==> config.mk <==
export PLATFORM = sky130hd
export DESIGN_NAME = ptm_cell
export DESIGN_NICKNAME = d
export VERILOG_FILES = /design/src/rtl/ptm_pkg.sv /design/src/rtl/ptm_cell.sv
export SDC_FILE = /design/constraint.sdc
export NUM_CORES = 1
export LEC_CHECK = 0
export BUFFER_PORTS_ARGS = -buffer_cell sky130_fd_sc_hd__buf_2
export CAP_MARGIN = 30
export CORE_MARGIN = 4
export CORE_UTILIZATION = 50
export CTS_BUF_LIST = sky130_fd_sc_hd__clkbuf_2 sky130_fd_sc_hd__clkbuf_4 sky130_fd_sc_hd__clkbuf_8
export CTS_CLUSTER_SIZE = 25
export DETAILED_ROUTE_END_ITERATION = 8
export GPL_TIMING_DRIVEN = 0
export PLACE_DENSITY_LB_ADDON = 0.05
export REMOVE_ABC_BUFFERS = 1
export SLEW_MARGIN = 20
export SYNTH_ARGS = -nofsm -noshare
export SYNTH_HDL_FRONTEND = slang
export SYNTH_SLANG_ARGS = --single-unit
==> constraint.sdc <==
create_clock -name aclk -period 3.2 [get_ports aclk]
set_clock_uncertainty 0.05 [all_clocks]
set_input_delay 0.32 -clock aclk [delete_from_list [all_inputs] [get_ports aclk]]
set_output_delay 0.32 -clock aclk [all_outputs]
set_load 0.02 [all_outputs]
==> src/rtl/ptm_pkg.sv <==
// ----------------------------------------------------------------------------
// ptm_pkg
// Shared types and codes for the predecessor take multiset block.
// ----------------------------------------------------------------------------
package ptm_pkg;

    // fixed port widths of the beat fields
    localparam int PORT_VALUE_WIDTH = 32;

    typedef enum logic {
        OP_INSERT = 1'b0,
        OP_TAKE   = 1'b1
    } op_t;

    typedef enum logic [1:0] {
        ST_INSERTED = 2'd0,
        ST_FULL     = 2'd1,
        ST_FOUND    = 2'd2,
        ST_NONE     = 2'd3
    } status_t;

    // control broadcast from the sequencer to every cell
    typedef struct packed {
        logic cmp_en;   // register value <= key into le flag
        logic ins_en;   // shift right above the insert point
        logic take_en;  // shift left from the removed cell
    } cell_ctrl_t;

endpackage

==> src/rtl/ptm_cell.sv <==
// ----------------------------------------------------------------------------
// ptm_cell
// One slot of the sorted chain: holds a value, an occupied bit and the
// registered result of comparing against the broadcast key.
// ----------------------------------------------------------------------------
module ptm_cell #(
    parameter int VALUE_WIDTH = 32
) (
    input  logic                    aclk,
    input  logic                    aresetn,
    input  ptm_pkg::cell_ctrl_t     ctrl,
    input  logic [VALUE_WIDTH-1:0]  key,
    // left neighbor (lower index, smaller values)
    input  logic [VALUE_WIDTH-1:0]  left_val,
    input  logic                    left_valid,
    input  logic                    left_le,
    // right neighbor (higher index, larger values)
    input  logic [VALUE_WIDTH-1:0]  right_val,
    input  logic                    right_valid,
    input  logic                    right_le,
    output logic [VALUE_WIDTH-1:0]  val,
    output logic                    valid,
    output logic                    le
);

    logic [VALUE_WIDTH-1:0] val_reg;
    logic                   valid_reg;
    logic                   le_reg;

    // occupied bit and compare flag are control state
    always_ff @(posedge aclk) begin
        if (!aresetn) begin
            valid_reg <= 1'b0;
            le_reg    <= 1'b0;
        end else begin
            if (ctrl.cmp_en) begin
                le_reg <= valid_reg && (val_reg <= key);
            end
            if (ctrl.ins_en && !le_reg) begin
                valid_reg <= valid_reg | left_valid;
            end else if (ctrl.take_en && !right_le) begin
                valid_reg <= right_valid;
            end
        end
    end

    // payload, no reset
    always_ff @(posedge aclk) begin
        if (ctrl.ins_en && !le_reg) begin
            val_reg <= left_le ? key : left_val;
        end else if (ctrl.take_en && !right_le) begin
            val_reg <= right_val;
        end
    end

    assign val   = val_reg;
    assign valid = valid_reg;
    assign le    = le_reg;

endmodule

After elaboration in Yosys (flattened, before gate mapping) --
Cells that the tools add are included.
Word-level totals: register bits after elaboration 34, bits of input ports 105, output and inout bits 34, logic and storage cells 16
Operators by class: magnitude comparators 1, mux-type cells 5, bitwise operators 1, reduce and logical (&&, ||, !) cells 6
Operator list (number):
- $mux W32 | 3
- $le A32 B32 Y1 | 1
- $logic_and A1 B1 Y1 | 3
- $logic_not A1 Y1 | 2
- $mux W1 | 2
- $reduce_bool A2 Y1 | 1
- $or A1 B1 Y1 | 1

Longest topological paths before layout --
Gate-level depths: netlist (run 1).
depth after elaboration 4, gate-level depth with buffers 7, gate-level depth less buffers 7

Least setup slack after synthesis (run 1) --
Ideal clock, no wire load.
path type register -> register, start point register val_reg[30] (netlist: val[30]), end point register le_reg (netlist: le), data arrival time 1.971 ns, data required time 3.071 ns, setup slack 1.100 ns, stages on the path, launching flop included 7, buffers on the path 0, period minus slack after synthesis 2.100 ns, cells stage by stage edfxtp_1 -> ha_1 -> nand4_2 -> nor4_2 -> nand4_1 -> or4b_1 -> o211ai_1
On the way: word-level cells in the longest chain between the ends 2
Ends and longest elaborated chain:
- start, declared | RTL line ptm_cell.sv:26 | logic [VALUE_WIDTH-1:0] val_reg;
- start signal, assigned | RTL line ptm_cell.sv:50 | val_reg <= left_le ? key : left_val;
- start signal, assigned | RTL line ptm_cell.sv:52 | val_reg <= right_val;
- $le A32 B32 Y1 | RTL line ptm_cell.sv:37 | le_reg <= valid_reg && (val_reg <= key);
- $logic_and A1 B1 Y1 | RTL line ptm_cell.sv:37
- end signal, assigned | RTL line ptm_cell.sv:37
- end, declared | RTL line ptm_cell.sv:28 | logic le_reg;
No other way between the ends. A chain may end at the register's enable or synchronous reset.

Worst setup path in the final report (run 1) --
start point register val_reg[29] (netlist: val[29]), end point register le_reg (netlist: le)
The elaborated chain is that of the path after synthesis.

==> results of run 1 <==
-- how the worst min path moves through the flow --
stage | endpoint | slack (ns) | cells past startpoint
6_report | valid$_SDFFE_PN0P_ | 0.24 | 3
5_1_grt | val[20]$_DFFE_PP_ | 0.25 | 3
4_1_cts | valid$_SDFFE_PN0P_ | 0.23 | 3
3_5_place_dp | valid$_SDFFE_PN0P_ | 0.41 | 2
3_3_place_gp | valid$_SDFFE_PN0P_ | 0.40 | 2
2_1_floorplan | valid$_SDFFE_PN0P_ | 0.41 | 2
-- layout by cell type, fill, tap and decap left out, types with 2 or more instances in the layout --
master | synthesis | final
a21oi_1 | 12 | 12
buf_2 | 3 | 138
clkbuf_4 | 0 | 2
clkbuf_8 | 0 | 5
dfxtp_1 | 2 | 2
edfxtp_1 | 32 | 32
ha_1 | 32 | 32
inv_1 | 33 | 33
mux2i_1 | 32 | 32
nand2_1 | 41 | 40
nand2b_1 | 3 | 2
nand3_1 | 2 | 2
nand4_1 | 4 | 4
nand4_2 | 2 | 2
nor2_1 | 4 | 4
nor4_2 | 2 | 2
o211ai_1 | 3 | 3
o21ai_0 | 36 | 36
-- power by group through the flow --
stage | Sequential (mW) | Clock [mW] | Combinational [mW]
floorplan | 0.644 | 0 | 0.176
finish | 0.573 | 0.406 | 0.409
CTS | 0.574 | 0.412 | 0.412
detailed placement | 0.583 | 0 | 0.410
global route | 0.579 | 0.433 | 0.464
global placement | 0.582 | 0 | 0.398
-- kinds of logic (layout without fill, tap and decap cells) --
family / after synthesis / in the layout / synth area share [%]
AO/OA/AOI/OAI: 60 / 60 / 13.3
adder cells (fa/ha/maj): 32 / 32 / 15.8
buffers and inverters: 44 / 181 / 6.68
flip-flops: 34 / 34 / 39.6
multiplexers: 32 / 32 / 12.7
AND/OR/NAND/NOR: 62 / 62 / 12.0
-- cell type report --
type                    count  area [um2]
clock inverters             1        30.0
clock buffers               7        83.8
multi-input cells         186        1370
inverters                  33         124
well taps                  67        83.8
flip-flops and latches     34        1000
repair buffers            140         738
fillers                   416        1390
-- metal layers --
layer  vias up  track usage, %  routed length [um]
met5         -               0                   0
met4         0            5.33                  76
met3         6            5.90                 629
met2        91            34.1                2970
met1      1040            23.7                2450
li1       1214               -                   -
-- worst min-delay path, delay by kind of cell --
family	cells	cell delay, ns
compound gates	2	0.10
buf+inv	1	0.11
-- per-stage QoR --
| stage | setup TNS (ns) | power [mW] | area, um2 |
|---|---|---|---|
| after global routing | 0 | 1.48 | 3430 |
| after floorplan | 0 | 0.820 | 2480 |
| after CTS | 0 | 1.40 | 3400 |
| after global placement | -26.75 | 0.979 | 3260 |
| after detailed placement | 0 | 0.993 | 3280 |
| final | 0 | 1.39 | 3430 |
==> metrics, run 1 <==
outcome=finished, final reports clean; Core ar.=0.00482 mm2; CP Class=register to register; final WL=6.13 mm; combinational group share of total power=29.5%; Inst Count DP=459; setup violators final=0; max reg flops=32; Via density=5.02; Lkg Pwr=1.80 nW; first-pass GRT wire length=9.85 mm; worst flop-to-flop path endpoint=le$_SDFFE_PN0P_; area delta synth->final=35.4%; share of cells above drive strength 1=38.7%; Synth top cells by count=nand2_1 (41), o21ai_0 (36), inv_1 (33); CTS tree=done; Highest Clock Rate=0.474 GHz; Finished Layout Cells=468; clock latency on the worst-skew pair=0.28 ns; hold slack=0.241 ns; worst hold path class=input pin to register; Yosys warning count=0; Psw=0.412 mW; vias in the first global route=2,214; RSZ-0062 raised after global routing=no; fin util=71.1%; pwr/cell area=405 mW/mm2; Crit. path cell count=6; reg-to-reg critical path startpoint=val[29]$_DFFE_PP_; setup ws final=1.09 ns; CP Launch Type=register; initial DRC count=60; sequential power share=41.3%; Sw Ratio=29.7%; R2R Setup Slk=1.09 ns; clk root buf=clkbuf_8; crit-path max cell delay=0.54 ns; top-count cell post-synth=nand2_1; Final period util=65.9%; hpwl dp=4.96 mm; critical path peak fanout=3; Post-synth top flop=edfxtp_1; mapped cell area=0.00253 mm2; post-CTS sizing=0; Post-DRT Antenna Nets=0; post-CTS setup buffer count=0; routability cong.=0.750; CP cell instances=ha_1 > nand4_2 > nor4_2 > nand4_1 > or4b_1 > o211ai_1; die area=0.00626 mm2; clk sinks=34; antenna violations before repair=0; Worst setup endpoint=le$_SDFFE_PN0P_; Die H=79.1 um; Int Pwr=0.975 mW; Slew Limit Fails=0; DR DRC count=0; max_cap viols=0; Ant. Diodes=0; worst path arrival time=2.27 ns; cts bufs inserted=5; Pre-Repair DR Iteration Count=4; Netlist cell types=30; number of port buffers=138; die width=79.1 um; worst vdd rail ir drop=0.000270 V; syn_area_per_cell=9.58 um2; Reg clk slew, reported paths=0.07 ns; DR vias=2,351; Hold Crit Start=aresetn; Final #Nets=537; setup slack at placement=1.04 ns; sequential share of the synthesized area=39.6%; clk buf depth=2; GRT Util Overall=19.7%; cts hold-fix bufs=0; depth of the CTS H-tree=2; critical path data required time=3.36 ns; Least-Margin Pin Slew=0.800 ns; Slew HR=46.5%; launch point of the worst path=val[29]$_DFFE_PP_; WP buf/inv=0; top post-synthesis cells by area=edfxtp_1 (38%), ha_1 (16%), mux2i_1 (13%), o21ai_0 (7.1%), nand2_1 (6.1%); fin crit period=2.11 ns; number of cells produced by synthesis=264; gr ovfl total=0; wire per inst=13.1 um; cells on worst reg2reg path=6; # rows=25; I/O pins=139; top cell type by total area after synthesis=edfxtp_1; EDFF count, synth=32; Clock power frac=29.2%; flops & latches, synth=34; crit-path leading delay family=simple AND/OR/NAND/NOR gates; largest net degree at the start of global routing=46; Starting Density=52.5%; Yosys top cell area share=38.0%; ys async rst share=0%; Hold Fails Final Rpt=0; Slowest cell on crit path=or4b_1; Worst setup EP type=register
(Power assumes the default switching activity.)
==> inputs of run 2 (changes only) <==
--- a/config.mk
+++ b/config.mk
@@ -5,10 +5,11 @@
 export SDC_FILE = /design/constraint.sdc
 export NUM_CORES = 1
 export LEC_CHECK = 0
+export ABC_AREA = 1
 export BUFFER_PORTS_ARGS = -buffer_cell sky130_fd_sc_hd__buf_2
 export CAP_MARGIN = 30
 export CORE_MARGIN = 4
-export CORE_UTILIZATION = 50
+export CORE_UTILIZATION = 42
 export CTS_BUF_LIST = sky130_fd_sc_hd__clkbuf_2 sky130_fd_sc_hd__clkbuf_4 sky130_fd_sc_hd__clkbuf_8
 export CTS_CLUSTER_SIZE = 25
 export DETAILED_ROUTE_END_ITERATION = 8
==> constraint.sdc (replaced) <==
create_clock -name aclk -period 1.8 [get_ports aclk]
set_clock_uncertainty 0.05 [all_clocks]
set_input_delay 0.18 -clock aclk [delete_from_list [all_inputs] [get_ports aclk]]
set_output_delay 0.18 -clock aclk [all_outputs]
set_load 0.02 [all_outputs]
==> metrics, run 2 <==
most used cell, CP=nand2_1; Worst setup EP type=register; Finished Layout Cells=549 (+17%); Ant. Diodes=0 (unchanged); clk sinks=34 (unchanged); number of port buffers=138 (unchanged); top cell type by total area after synthesis=edfxtp_1; Netlist cell types=22 (-27%); depth of the CTS H-tree=2 (unchanged); Synth top cells by count=nand2_1 (107), inv_1 (47), nor2_1 (43); launch point of the worst path=val[5]$_DFFE_PP_; Post-synth top flop=edfxtp_1; Slew Limit Fails=0 (unchanged); Core ar.=0.00596 mm2 (+24%); area occupied by multi-input gates=0.00136 mm2 (-0.55%); worst flop-to-flop path endpoint=le$_SDFFE_PN0P_; number of cells produced by synthesis=337 (+28%); # rows=28 (+12%); syn_area_per_cell=7.66 um2 (-20%); crit-path max cell delay=0.40 ns (-0.14 ns); critical path peak fanout=2 (-1); wire per inst=12.3 um (-6.1%); sequential share of the synthesized area=38.8% (-0.77 points); DR DRC count=0 (unchanged); CP Class=register to register; top post-synthesis cells by area=edfxtp_1 (37%), nand2_1 (16%), ha_1 (16%), a31oi_1 (7.8%), inv_1 (6.8%); vias in the first global route=2,491 (+13%); Starting Density=43.3% (-9.2 points); CP Launch Type=register; top-count cell post-synth=nand2_1; Inst Count DP=540 (+18%); routability cong.=0.734 (-2.2%); mapped cell area=0.00258 mm2 (+2.0%); ys async rst share=0% (unchanged); Yosys top cell area share=37.2% (-0.74 points); Highest Clock Rate=0.625 GHz (+32%); max_cap viols=0 (unchanged); most common cell after layout, fill and taps aside=buf_2; largest net degree at the start of global routing=34 (-26%); Final period util=88.8% (+23 points); I/O pins=139 (unchanged); Final #Nets=611 (+14%); R2R Setup Slk=0.20 ns (-0.89 ns); flops & latches, synth=34 (unchanged); die width=86.4 um (+9.2%); clk root buf=clkbuf_8; final WL=6.75 mm (+10%); Hold Fails Final Rpt=0 (unchanged); Post-DRT Antenna Nets=0 (unchanged); outcome=finished, final reports clean; reg-to-reg critical path startpoint=val[5]$_DFFE_PP_; RSZ-0062 raised after global routing=no; Register Area=0.00100 mm2 (unchanged); Slew HR=53.6% (+7.2 points); Slowest cell on crit path=edfxtp_1; fin crit period=1.60 ns (-0.509 ns); worst hold path class=input pin to register; placed cell areas=0.00341 mm2 (+3.8%); setup violators final=0 (unchanged); first-pass GRT wire length=10.9 mm (+10%); area delta synth->final=36.7%; die area=0.00746 mm2 (+19%); critical path data required time=1.97 ns (-1.39 ns); antenna violations before repair=0 (unchanged); post-route cell area=0.00353 mm2 (+2.9%); EDFF count, synth=32 (unchanged); Worst setup endpoint=le$_SDFFE_PN0P_; Yosys warning count=0 (unchanged); worst vdd rail ir drop=0.000297 V (+10%); pwr/cell area=675 mW/mm2 (+67%); max reg flops=32 (unchanged); Lkg Pwr=1.88 nW (+4.6%); cts bufs inserted=5 (unchanged); Via density=4.81 (-4.2%); GRT Util Overall=18.2% (-1.5 points); cells on worst reg2reg path=12 (+6); clock latency on the worst-skew pair=0.28 ns (about the same); Pre-Repair DR Iteration Count=4 (unchanged); share of cells above drive strength 1=34.0% (-4.7 points); CP cell instances=ha_1 > a21oi_1 > nor2_1 > nor2_1 > nand2_1 > nand2_1 > nand2_1 > nand2_1 > nand2_1 > nand2_1 > nand2_1 > a21oi_2; gr ovfl total=0 (unchanged); most frequent cells in the layout=buf_2 (138), nand2_1 (107), inv_1 (46); final total negative setup slack=0 ns (unchanged); clk buf depth=2 (unchanged); fill count=583 (+40%); CTS tree=done; worst path arrival time=1.77 ns (-0.50 ns); hpwl dp=5.34 mm (+7.7%); cts hold-fix bufs=0 (unchanged); Die H=86.4 um (+9.2%); Reg clk slew, reported paths=0.07 ns (about the same); Least-Margin Pin Slew=0.696 ns (-0.105 ns); DR vias=2,643 (+12%); initial DRC count=101 (+68%)
## run 2: changes by cell type after synthesis, sizes merged, moves of 3 or more
cell,before,now
nand2,41,107
nand4,6,2
o21ai,36,2
inv,33,47
buf,3,10
o211ai,3,0
nand2b,3,0
mux2i,32,0
a31oi,1,32
a21oi,12,15
nor2,4,45
clkbuf,8,4
## run 2: final cells by class
class                   count  area share (%)
well taps                  75            2.66
repair buffers            144            22.8
flip-flops and latches     34            28.4
multi-input cells         242            38.5
clock buffers               7            2.56
inverters                  47            5.11
## run 2: per-stage QoR
| step | util [%] | hold slack [ns] | setup slack, ns | power, mW |
|---|---|---|---|---|
| after floorplan | - | 0.271 | -0.708 | 1.47 |
| after global placement | 55.3 | 0.376 | -1.65 | 1.76 |
| after detailed placement | 57.3 | 0.396 | -0.212 | 1.80 |
| after CTS | 58.8 | 0.0937 | 0.100 | 2.42 |
| after global routing | 59.2 | 0.0958 | 0.0123 | 2.56 |
| final | 59.2 | 0.102 | 0.201 | 2.38 |
## run 2: critical path: cells and delay by family, from the launching register on
family	cells	cell delay (ns)
AND/OR/NAND/NOR	9	0.52
AO/OA/AOI/OAI	2	0.26
adder cells (fa/ha/maj)	1	0.31
flip-flops	1	0.40
## run 2: worst min-delay path by stage
stage	start	endpoint	slack (ns)	depth (start not counted)
floorplan	aresetn	le$_SDFFE_PN0P_	0.27	2
global placement	aresetn	le$_SDFFE_PN0P_	0.38	3
detailed placement	aresetn	le$_SDFFE_PN0P_	0.40	3
CTS	aresetn	le$_SDFFE_PN0P_	0.09	3
global route	aresetn	le$_SDFFE_PN0P_	0.1	3
finish	aresetn	le$_SDFFE_PN0P_	0.10	3
## run 2: cell families after synthesis
kind of cell	synth area share [%]
flops	38.8
fa+ha+maj	15.5
simple gates	23.8
buf+inv	9.55
compound gates	12.3
## run 2: per-layer routing
layer  share of wire [%]  vias up  global-route usage [%]
met5                   0        -                       0
met4                0.96        0                    4.25
met3                 8.4        6                    4.18
met2                  51       82                    33.9
met1                  40     1171                    21.0
li1                    -     1384                       -
## run 2: power by group
part	switching (mW)	total, mW	internal [mW]
logic	0.441	0.768	0.328
registers	0.0422	1.01	0.970
clock network	0.280	0.599	0.319
## run 2: repair_timing
item / CTS / global route
endpoints found under the setup margin: 0 / 6
setup buffers: 0 / 2
resized for setup: 0 / 3
